==> src/design/ihex16_pkg.sv <==
// Shared types, codes and helpers of the INHX16 record parser.
package ihex16_pkg;

    // Result kinds
    localparam logic [1:0] KIND_DATA   = 2'd0;
    localparam logic [1:0] KIND_START  = 2'd1;
    localparam logic [1:0] KIND_REC    = 2'd2;
    localparam logic [1:0] KIND_REPORT = 2'd3;

    // Status codes
    localparam logic [3:0] ST_OK      = 4'd0;
    localparam logic [3:0] ST_CSUM    = 4'd1;
    localparam logic [3:0] ST_NO_EOL  = 4'd2;
    localparam logic [3:0] ST_BAD_LEN = 4'd3;
    localparam logic [3:0] ST_BAD_ADR = 4'd4;
    localparam logic [3:0] ST_BAD_TYP = 4'd5;
    localparam logic [3:0] ST_BAD_HEX = 4'd6;
    localparam logic [3:0] ST_NO_DATA = 4'd7;
    localparam logic [3:0] ST_NO_END  = 4'd8;

    // Record types
    localparam logic [7:0] REC_DATA  = 8'd0;
    localparam logic [7:0] REC_EOF   = 8'd1;
    localparam logic [7:0] REC_SEG   = 8'd2;
    localparam logic [7:0] REC_SSTA  = 8'd3;
    localparam logic [7:0] REC_LIN   = 8'd4;
    localparam logic [7:0] REC_LSTA  = 8'd5;

    localparam logic [7:0] CHAR_COLON = 8'h3A;
    localparam logic [7:0] CHAR_NL    = 8'h0A;

    typedef struct packed {
        logic [1:0]  kind;
        logic [31:0] address;
        logic [15:0] data_word;
        logic [3:0]  status;
    } result_t;

    typedef struct packed {
        logic       valid;
        logic [3:0] value;
    } hex_digit_t;

    function automatic result_t make_result(input logic [1:0] kind,
                                            input logic [31:0] address,
                                            input logic [15:0] data_word,
                                            input logic [3:0] status);
        result_t r;
        r.kind      = kind;
        r.address   = address;
        r.data_word = data_word;
        r.status    = status;
        return r;
    endfunction

    function automatic hex_digit_t decode_hex(input logic [7:0] c);
        hex_digit_t d;
        d.valid = 1'b1;
        d.value = 4'd0;
        if (c >= 8'h30 && c <= 8'h39) begin
            d.value = 4'(c - 8'h30);
        end else if (c >= 8'h61 && c <= 8'h66) begin
            d.value = 4'(c - 8'h57);
        end else if (c >= 8'h41 && c <= 8'h46) begin
            d.value = 4'(c - 8'h37);
        end else begin
            d.valid = 1'b0;
        end
        return d;
    endfunction

endpackage

==> src/design/ihex16_core.sv <==
// Parser state registers and the per-character next-state and result logic.
module ihex16_core
    import ihex16_pkg::*;
(
    input  logic        aclk,
    input  logic        aresetn,
    input  logic        check_en,
    input  logic        step,
    input  logic [7:0]  char_in,
    input  logic        end_of_input,
    output logic        res_valid,
    output result_t     res
);

    typedef enum logic [2:0] {
        PH_LINE, PH_SKIP, PH_HEAD, PH_BODY, PH_EOL, PH_DONE
    } phase_t;

    phase_t      phase_reg, phase_next;
    logic        nib_valid_reg, nib_valid_next;
    logic [3:0]  nib_hold_reg, nib_hold_next;
    logic [8:0]  pos_reg, pos_next;
    logic [7:0]  wcount_reg, wcount_next;
    logic [15:0] waddr_reg, waddr_next;
    logic [7:0]  rtype_reg, rtype_next;
    logic [7:0]  sum_reg, sum_next;
    logic [31:0] base_reg, base_next;
    logic        seg_reg, seg_next;
    logic [7:0]  hbyte_reg, hbyte_next;
    logic [31:0] start_reg, start_next;
    logic        data_seen_reg, data_seen_next;
    logic        halted_reg, halted_next;

    hex_digit_t  hx;
    logic [7:0]  byte_val;
    logic [15:0] swapped;
    logic [17:0] offset;
    logic [31:0] data_addr;
    logic [21:0] seg_start;

    always_comb begin
        hx        = decode_hex(char_in);
        byte_val  = {nib_hold_reg, hx.value};
        swapped   = {byte_val, hbyte_reg};
        offset    = {1'b0, waddr_reg, 1'b0} + {9'd0, pos_reg[8:1], 1'b0};
        data_addr = seg_reg ? (base_reg + {16'd0, offset[15:0]})
                            : (base_reg + {14'd0, offset});
        seg_start = {({1'b0, start_reg[31:16], 4'd0} + {5'd0, start_reg[15:0]}), 1'b0};

        phase_next     = phase_reg;
        nib_valid_next = nib_valid_reg;
        nib_hold_next  = nib_hold_reg;
        pos_next       = pos_reg;
        wcount_next    = wcount_reg;
        waddr_next     = waddr_reg;
        rtype_next     = rtype_reg;
        sum_next       = sum_reg;
        base_next      = base_reg;
        seg_next       = seg_reg;
        hbyte_next     = hbyte_reg;
        start_next     = start_reg;
        data_seen_next = data_seen_reg;
        halted_next    = halted_reg;
        res_valid      = 1'b0;
        res            = make_result(KIND_DATA, 32'd0, 16'd0, ST_OK);

        if (!halted_reg && phase_reg != PH_DONE) begin
            case (phase_reg)
                PH_LINE, PH_SKIP: begin
                    if (end_of_input) begin
                        res_valid = 1'b1;
                        if (!data_seen_reg) begin
                            halted_next = 1'b1;
                            res = make_result(KIND_REPORT, 32'd0, 16'd0, ST_NO_DATA);
                        end else begin
                            phase_next = PH_DONE;
                            res = make_result(KIND_REPORT, 32'd0, 16'd0, ST_NO_END);
                        end
                    end else if (char_in == CHAR_NL) begin
                        phase_next = PH_LINE;
                    end else if (phase_reg == PH_LINE) begin
                        if (char_in == CHAR_COLON) begin
                            sum_next       = 8'd0;
                            pos_next       = 9'd0;
                            nib_valid_next = 1'b0;
                            phase_next     = PH_HEAD;
                        end else begin
                            phase_next = PH_SKIP;
                        end
                    end
                end
                PH_EOL: begin
                    res_valid   = 1'b1;
                    halted_next = 1'b1;
                    phase_next  = PH_LINE;
                    if (check_en && sum_reg != 8'd0) begin
                        res = make_result(KIND_REPORT, 32'd0, 16'd0, ST_CSUM);
                    end else if (end_of_input || char_in != CHAR_NL) begin
                        res = make_result(KIND_REPORT, 32'd0, 16'd0, ST_NO_EOL);
                    end else begin
                        case (rtype_reg)
                            REC_DATA: begin
                                halted_next    = 1'b0;
                                data_seen_next = 1'b1;
                                res = make_result(KIND_REC, 32'd0, 16'd0, ST_OK);
                            end
                            REC_EOF: begin
                                if (wcount_reg != 8'd0) begin
                                    res = make_result(KIND_REPORT, 32'd0, 16'd0, ST_BAD_LEN);
                                end else if (waddr_reg != 16'd0) begin
                                    res = make_result(KIND_REPORT, 32'd0, 16'd0, ST_BAD_ADR);
                                end else if (!data_seen_reg) begin
                                    res = make_result(KIND_REPORT, 32'd0, 16'd0, ST_NO_DATA);
                                end else begin
                                    halted_next = 1'b0;
                                    phase_next  = PH_DONE;
                                    res = make_result(KIND_REPORT, 32'd0, 16'd0, ST_OK);
                                end
                            end
                            REC_SEG, REC_LIN: begin
                                if (wcount_reg != 8'd1) begin
                                    res = make_result(KIND_REPORT, 32'd0, 16'd0, ST_BAD_LEN);
                                end else if (waddr_reg != 16'd0) begin
                                    res = make_result(KIND_REPORT, 32'd0, 16'd0, ST_BAD_ADR);
                                end else begin
                                    halted_next = 1'b0;
                                    if (rtype_reg == REC_SEG) begin
                                        base_next = {11'd0, start_reg[15:0], 5'd0};
                                        seg_next  = 1'b1;
                                    end else begin
                                        base_next = {start_reg[14:0], 17'd0};
                                        seg_next  = 1'b0;
                                    end
                                    res = make_result(KIND_REC, 32'd0, 16'd0, ST_OK);
                                end
                            end
                            REC_SSTA, REC_LSTA: begin
                                if (wcount_reg != 8'd2) begin
                                    res = make_result(KIND_REPORT, 32'd0, 16'd0, ST_BAD_LEN);
                                end else if (waddr_reg != 16'd0) begin
                                    res = make_result(KIND_REPORT, 32'd0, 16'd0, ST_BAD_ADR);
                                end else begin
                                    halted_next = 1'b0;
                                    if (rtype_reg == REC_SSTA) begin
                                        res = make_result(KIND_START, {10'd0, seg_start},
                                                          16'd0, ST_OK);
                                    end else begin
                                        res = make_result(KIND_START, {start_reg[30:0], 1'b0},
                                                          16'd0, ST_OK);
                                    end
                                end
                            end
                            default: begin
                                res = make_result(KIND_REPORT, 32'd0, 16'd0, ST_BAD_TYP);
                            end
                        endcase
                    end
                end
                PH_HEAD, PH_BODY: begin
                    if (end_of_input || !hx.valid) begin
                        res_valid   = 1'b1;
                        halted_next = 1'b1;
                        res = make_result(KIND_REPORT, 32'd0, 16'd0, ST_BAD_HEX);
                    end else if (!nib_valid_reg) begin
                        nib_hold_next  = hx.value;
                        nib_valid_next = 1'b1;
                    end else begin
                        nib_valid_next = 1'b0;
                        sum_next       = sum_reg + byte_val;
                        if (phase_reg == PH_HEAD) begin
                            pos_next = pos_reg + 9'd1;
                            case (pos_reg[1:0])
                                2'd0: wcount_next = byte_val;
                                2'd1: waddr_next  = {byte_val, 8'd0};
                                2'd2: waddr_next  = {waddr_reg[15:8], byte_val};
                                default: begin
                                    rtype_next = byte_val;
                                    phase_next = PH_BODY;
                                    pos_next   = 9'd0;
                                end
                            endcase
                        end else if (pos_reg >= {wcount_reg, 1'b0}) begin
                            phase_next = PH_EOL;
                        end else begin
                            pos_next = pos_reg + 9'd1;
                            if (!pos_reg[0]) begin
                                hbyte_next = byte_val;
                            end else begin
                                // first word loads the start value, second shifts it in
                                if (pos_reg == 9'd1) begin
                                    start_next = {16'd0, swapped};
                                end else if (pos_reg == 9'd3) begin
                                    start_next = {start_reg[15:0], swapped};
                                end
                                if (rtype_reg == REC_DATA) begin
                                    res_valid = 1'b1;
                                    res = make_result(KIND_DATA, data_addr,
                                                      {hbyte_reg, byte_val}, ST_OK);
                                end
                            end
                        end
                    end
                end
                default: begin
                end
            endcase
        end
    end

    always_ff @(posedge aclk) begin
        if (!aresetn) begin
            phase_reg     <= PH_LINE;
            nib_valid_reg <= 1'b0;
            nib_hold_reg  <= 4'd0;
            pos_reg       <= 9'd0;
            wcount_reg    <= 8'd0;
            waddr_reg     <= 16'd0;
            rtype_reg     <= 8'd0;
            sum_reg       <= 8'd0;
            base_reg      <= 32'd0;
            seg_reg       <= 1'b0;
            hbyte_reg     <= 8'd0;
            start_reg     <= 32'd0;
            data_seen_reg <= 1'b0;
            halted_reg    <= 1'b0;
        end else if (step) begin
            phase_reg     <= phase_next;
            nib_valid_reg <= nib_valid_next;
            nib_hold_reg  <= nib_hold_next;
            pos_reg       <= pos_next;
            wcount_reg    <= wcount_next;
            waddr_reg     <= waddr_next;
            rtype_reg     <= rtype_next;
            sum_reg       <= sum_next;
            base_reg      <= base_next;
            seg_reg       <= seg_next;
            hbyte_reg     <= hbyte_next;
            start_reg     <= start_next;
            data_seen_reg <= data_seen_next;
            halted_reg    <= halted_next;
        end
    end

endmodule

==> src/design/ihex16_out_reg.sv <==
// Result register in front of the master-side stream.
module ihex16_out_reg
    import ihex16_pkg::*;
(
    input  logic        aclk,
    input  logic        aresetn,
    input  logic        load,
    input  result_t     res_in,
    output logic        free,
    output logic        m_tvalid,
    input  logic        m_tready,
    output logic [55:0] m_tdata,   // address[31:0], data_word[47:32], status[51:48], zero
    output logic [1:0]  m_tuser    // kind[1:0]
);

    logic    valid_reg, valid_next;
    result_t res_reg;

    assign free = !valid_reg || m_tready;

    always_comb begin
        valid_next = valid_reg;
        if (m_tready) begin
            valid_next = 1'b0;
        end
        if (load) begin
            valid_next = 1'b1;
        end
    end

    always_ff @(posedge aclk) begin
        if (!aresetn) begin
            valid_reg <= 1'b0;
        end else begin
            valid_reg <= valid_next;
        end
    end

    always_ff @(posedge aclk) begin
        if (load) begin
            res_reg <= res_in;
        end
    end

    assign m_tvalid = valid_reg;
    assign m_tdata  = {4'd0, res_reg.status, res_reg.data_word, res_reg.address};
    assign m_tuser  = res_reg.kind;

endmodule

==> src/design/intel_hex16_record_parser.sv <==
// Top level of the INHX16 hex record parser: input register, parser core, result register.
//
// Feed the hex file one ASCII character per request on the s_ channel
// (s_tdata = character, s_tlast = end of input, character then ignored).
// Results leave on the m_ channel: m_tuser carries the kind (data word,
// start address, record end, error/end report), m_tdata the byte address,
// the data word and the status. Data words leave as soon as their second
// byte is decoded; commit them only when the record-end result carries
// status ok, since the checksum is judged at the line's newline.
// A character taken into the input register is decoded when the result register
// is free, and its result, if any, is loaded there and shows on m_tvalid.
// Throughput: one character per cycle while the result register is free, set by
// the single-pass decode between the input register and the result register.
// cfg_valid/cfg_data write the checksum enable (reset value 1); write it
// only while no character is in flight. cfg_ready is always high.
// Reset (aresetn low, synchronous) clears the parser to line start, linear
// mode, base zero, and drops any held request or result.
// When m_tready is low with a result held, the held character stalls and
// s_tready drops; characters that give no result still flow while the
// result register is free. After an error the block drops all input.
module intel_hex16_record_parser
    import ihex16_pkg::*;
(
    input  logic        aclk,
    input  logic        aresetn,
    input  logic        cfg_valid,
    output logic        cfg_ready,
    input  logic        cfg_data,
    input  logic        s_tvalid,
    output logic        s_tready,
    input  logic [7:0]  s_tdata,   // char_in[7:0]
    input  logic        s_tlast,   // end_of_input
    output logic        m_tvalid,
    input  logic        m_tready,
    output logic [55:0] m_tdata,   // address[31:0], data_word[47:32], status[51:48], zero
    output logic [1:0]  m_tuser    // kind[1:0]
);

    logic       check_en_reg;
    logic       in_valid_reg, in_valid_next;
    logic [7:0] in_char_reg;
    logic       in_eoi_reg;
    logic       out_free;
    logic       step;
    logic       res_valid;
    result_t    res;

    assign cfg_ready = 1'b1;

    // Advance the held character whenever the result register can take its result.
    assign step     = in_valid_reg && out_free;
    assign s_tready = !in_valid_reg || step;

    always_comb begin
        in_valid_next = in_valid_reg;
        if (step) begin
            in_valid_next = 1'b0;
        end
        if (s_tvalid && s_tready) begin
            in_valid_next = 1'b1;
        end
    end

    always_ff @(posedge aclk) begin
        if (!aresetn) begin
            in_valid_reg <= 1'b0;
            check_en_reg <= 1'b1;
        end else begin
            in_valid_reg <= in_valid_next;
            if (cfg_valid) begin
                check_en_reg <= cfg_data;
            end
        end
    end

    // Hold the accepted character until the core consumes it.
    always_ff @(posedge aclk) begin
        if (s_tvalid && s_tready) begin
            in_char_reg <= s_tdata;
            in_eoi_reg  <= s_tlast;
        end
    end

    ihex16_core u_core (
        .aclk         (aclk),
        .aresetn      (aresetn),
        .check_en     (check_en_reg),
        .step         (step),
        .char_in      (in_char_reg),
        .end_of_input (in_eoi_reg),
        .res_valid    (res_valid),
        .res          (res)
    );

    ihex16_out_reg u_out (
        .aclk     (aclk),
        .aresetn  (aresetn),
        .load     (step && res_valid),
        .res_in   (res),
        .free     (out_free),
        .m_tvalid (m_tvalid),
        .m_tready (m_tready),
        .m_tdata  (m_tdata),
        .m_tuser  (m_tuser)
    );

endmodule

==> config.mk <==
export PLATFORM = sky130hd
export DESIGN_NAME = intel_hex16_record_parser
export DESIGN_NICKNAME = d
export VERILOG_FILES = /design/src/design/ihex16_pkg.sv /design/src/design/ihex16_core.sv /design/src/design/ihex16_out_reg.sv /design/src/design/intel_hex16_record_parser.sv
export SDC_FILE = /design/constraint.sdc
export NUM_CORES = 1
export LEC_CHECK = 0
export BUFFER_PORTS_ARGS = -buffer_cell sky130_fd_sc_hd__buf_2
export CORE_MARGIN = 2
export CORE_UTILIZATION = 57
export CTS_BUF_LIST = sky130_fd_sc_hd__clkbuf_2
export CTS_CLUSTER_DIAMETER = 100
export DETAILED_ROUTE_END_ITERATION = 8
export GPL_TIMING_DRIVEN = 0
export PLACE_DENSITY = 0.76
export REMOVE_ABC_BUFFERS = 1
export SLEW_MARGIN = 0
export SYNTH_ARGS = -nofsm -noshare
export SYNTH_HDL_FRONTEND = slang
export SYNTH_SLANG_ARGS = --single-unit
==> constraint.sdc <==
create_clock -name aclk -period 4.1 [get_ports aclk]
set_clock_uncertainty 0.15 [all_clocks]
set_input_delay 0.41 -clock aclk [delete_from_list [all_inputs] [get_ports aclk]]
set_output_delay 0.41 -clock aclk [all_outputs]
set_load 0.01 [all_outputs]
==> impl_metrics.env <==
export IMPL_outcome="complete, no violations"
export IMPL_ys_ff_latch=192
export IMPL_final_hold_viol_count=0
export IMPL_critical_path_max_fanout=7
export IMPL_cts_tree="yes"
export IMPL_synth_seq_area_share_pct=41.67
export IMPL_ys_top_cells_by_count="156 x nand2_1, 130 x dfxtp_1, 115 x a21oi_1, 102 x nand3_1"
export IMPL_setup_viol=0
export IMPL_fin_area_mm2=0.01213
export IMPL_wl_um=28990
export IMPL_hpwl_um=19280
export IMPL_drt_pass1_iterations=6
export IMPL_p_sw_mw=0.8210
export IMPL_yosysTopAreaCellShare_pct=24.29
export IMPL_synth_area_mm2=0.01071
export IMPL_synth_most_common_cell="nand2_1"
export IMPL_largest_reg_flops=51
export IMPL_drc_errors=0
export IMPL_cts_sinks=192
export IMPL_grt_ovfl_total=0
export IMPL_track_usage_pct=29.17
export IMPL_power_density_mw_per_mm2=260.1
export IMPL_cp_cell_sequence="ha_4 > inv_2 > fa_2 > nor2b_2 > o21ai_2 > a21oi_2 > o21ai_2 > a21oi_4 > nand3_2 > xnor2_2 > ha_1 > and3_4 > and3_4 > a2111oi_4 > o31a_4 > nor2_4 > xnor2_2 > o21ai_1"
export IMPL_multiInputGateArea_mm2=0.006181
export IMPL_max_vdd_ir_drop_mv=0.1978
export IMPL_avgSynthCellArea_um2=8.710
export IMPL_drtAntennaViolNets=0
export IMPL_grt_max_degree=86
export IMPL_pin_count=76
export IMPL_end_kind="register"
export IMPL_max_stage_delay_ns=0.44
export IMPL_floorplan_initialDensity_pct=57.66
export IMPL_via_per_inst=6.208
export IMPL_place_area_mm2=0.01119
export IMPL_timing_max_cap_violations=0
export IMPL_place_congestion=0.9176
export IMPL_switching_share_pct=26.03
export IMPL_relSlewSlack_pct=19.10
export IMPL_finalCoreUtilization_pct=65.27
export IMPL_grt_pass1_wl_um=45950
export IMPL_die_x_um=141.1
export IMPL_hold_class="in2reg"
export IMPL_leakagePower_nw=4.607
export IMPL_fillers=1568
export IMPL_path_class="reg2reg"
export IMPL_slew_viol_final=0
export IMPL_clk_latency_ns=0.82
export IMPL_nNetsFinal=1379
export IMPL_yosysUniqueCellTypes=82
export IMPL_postSynthCellCount=1230
export IMPL_setup_slack_ns=0.02106
export IMPL_setup_tns_final_ns=0
export IMPL_die_area_mm2=0.01991
export IMPL_first_global_vias=8787
export IMPL_rsz0062_at_grt="yes"
export IMPL_ff_latch_area_mm2=0.004481
export IMPL_yosys_top_cells_area="dfxtp_1 24%, edfxtp_1 17%, ha_1 6.8%"
export IMPL_cts_buffer_depth=2
export IMPL_power_internal_mw=2.333
export IMPL_cts_made_buffers=17
export IMPL_required_ns=4.51
export IMPL_syn_to_final_growth_pct=13.20
export IMPL_path_clk_slew_ns=0.30
export IMPL_fin_crit_sh_pct=99.49
export IMPL_async_flop_share_pct=0
export IMPL_yosysWarningCount=0
export IMPL_antenna_found_initial=1
export IMPL_routed_via_count=9623
export IMPL_cts_max_level=4
export IMPL_cpMaxStageDelayCell="dfxtp_4"
export IMPL_port_buffers=69
export IMPL_first_iter_violations=769
export IMPL_hold_ws_ns=0.1162
export IMPL_pwr_share_seq_pct=63.3
export IMPL_min_period_ns=4.079
export IMPL_critPathLaunchType="register"
export IMPL_die_height_um=141.1
export IMPL_clkPwrFrac_pct=32.4
export IMPL_yosys_area_top_type="dfxtp_1"
export IMPL_pre_cts_ws_ns=-1.039
export IMPL_tightest_slew_ns=1.209
export IMPL_fmax_mhz=245.2
export IMPL_comb_power_share_pct=4.4
export IMPL_drive_gt1_share_pct=15.89
export IMPL_cts_root_buffer="clkbuf_2"
export IMPL_wl_per_cell_um=18.70
export IMPL_cp_arrival_ns=4.49
export IMPL_synth_flop_cell="dfxtp_1"
export IMPL_synth_edf_count=62
export IMPL_rows=50
export IMPL_core_area_mm2=0.01858
==> worst max-delay path: cells and delay by family (launching register included) <==
| kind | cells | cell delay [ns] |
|---|---|---|
| AO/OA/AOI/OAI | 7 | 1.38 |
| adder cells (fa/ha/maj) | 3 | 0.82 |
| AND/OR/NAND/NOR | 5 | 0.67 |
| flip-flops | 1 | 0.44 |
| XOR/XNOR | 2 | 0.30 |
| buffers and inverters | 1 | 0.03 |
==> final cells by class <==
cell class,instances,share of cell area (%)
Antenna cell,1,0.02064
Multi-Input combinational cell,947,50.97
Clock buffer,17,0.7016
Inverter,30,0.9492
Tap cell,234,2.414
Sequential cell,192,36.95
Clock inverter,15,1.486
Timing Repair Buffer,114,6.511
==> per-layer routing <==
layer,vias up,global-route usage [%],part of all wire [%]
li1,4579,-,-
met1,4607,39.60,43
met2,384,47.68,47
met3,53,4.823,7.6
met4,0,9.632,2.1
met5,-,0,0
==> power groups by stage <==
stage	logic, mW	registers, mW	clock network, mW
after detailed placement	0.122	2.03	0
after global placement	0.118	2.03	0
after CTS	0.134	2.00	1.03
after floorplan	0.0641	2.04	0
after global routing	0.149	2.00	1.09
final	0.137	2.00	1.02
==> final timing paths <==
kind	from	depth (start not counted)	slack, ns	endpoint
setup / recovery	u_core.waddr_reg[0]$_SDFFE_PN0P_	18	0.02	u_out.m_tdata[22]$_SDFFCE_PN0P_
hold / removal	s_tdata[1]	2	0.12	in_char_reg[1]$_DFFE_PP_
setup reg to reg	u_core.waddr_reg[0]$_SDFFE_PN0P_	18	0.02	u_out.m_tdata[22]$_SDFFCE_PN0P_
hold reg to reg	u_core.sum_reg[7]$_SDFFE_PN0P_	1	0.32	u_core.sum_reg[7]$_SDFFE_PN0P_
==> cell usage in the layout (no fill, tap or decap), types with 28 or more instances in the layout <==
master,count
inv_1,28
nand3_1,100
edfxtp_1,62
dfxtp_1,125
buf_2,68
nor2_1,74
xnor2_1,28
a21oi_1,109
o21ai_0,69
nand2_1,156
ha_1,55
==> through the flow <==
step | std cells | total power, mW
3_3_place_gp | 1471 | 2.152
2_1_floorplan | 1168 | 2.100
4_1_cts | 1535 | 3.158
5_1_grt | 1550 | 3.239
3_5_place_dp | 1476 | 2.155
6_report | 1550 | 3.154
==> cells by family after synthesis <==
kind of cell / after synthesis / synth area share, %
AND/OR/NAND/NOR: 482 / 22.27
AO/OA/AOI/OAI: 319 / 18.10
flip-flops: 192 / 41.67
buffers and inverters: 96 / 3.749
adder cells (fa/ha/maj): 63 / 7.615
XOR/XNOR: 57 / 4.660
multiplexers: 19 / 1.857
other: 2 / 0.07010
==> timing repair <==
action,in CTS,in global routing
resized for setup,27,46
pin swaps,13,22
setup endpoints to repair,31,41
hold buffers,14,1
gates cloned,1,0
hold endpoints to repair,21,1
buffers inserted,12,12
No activity file was read; power rests on OpenSTA's default activity.
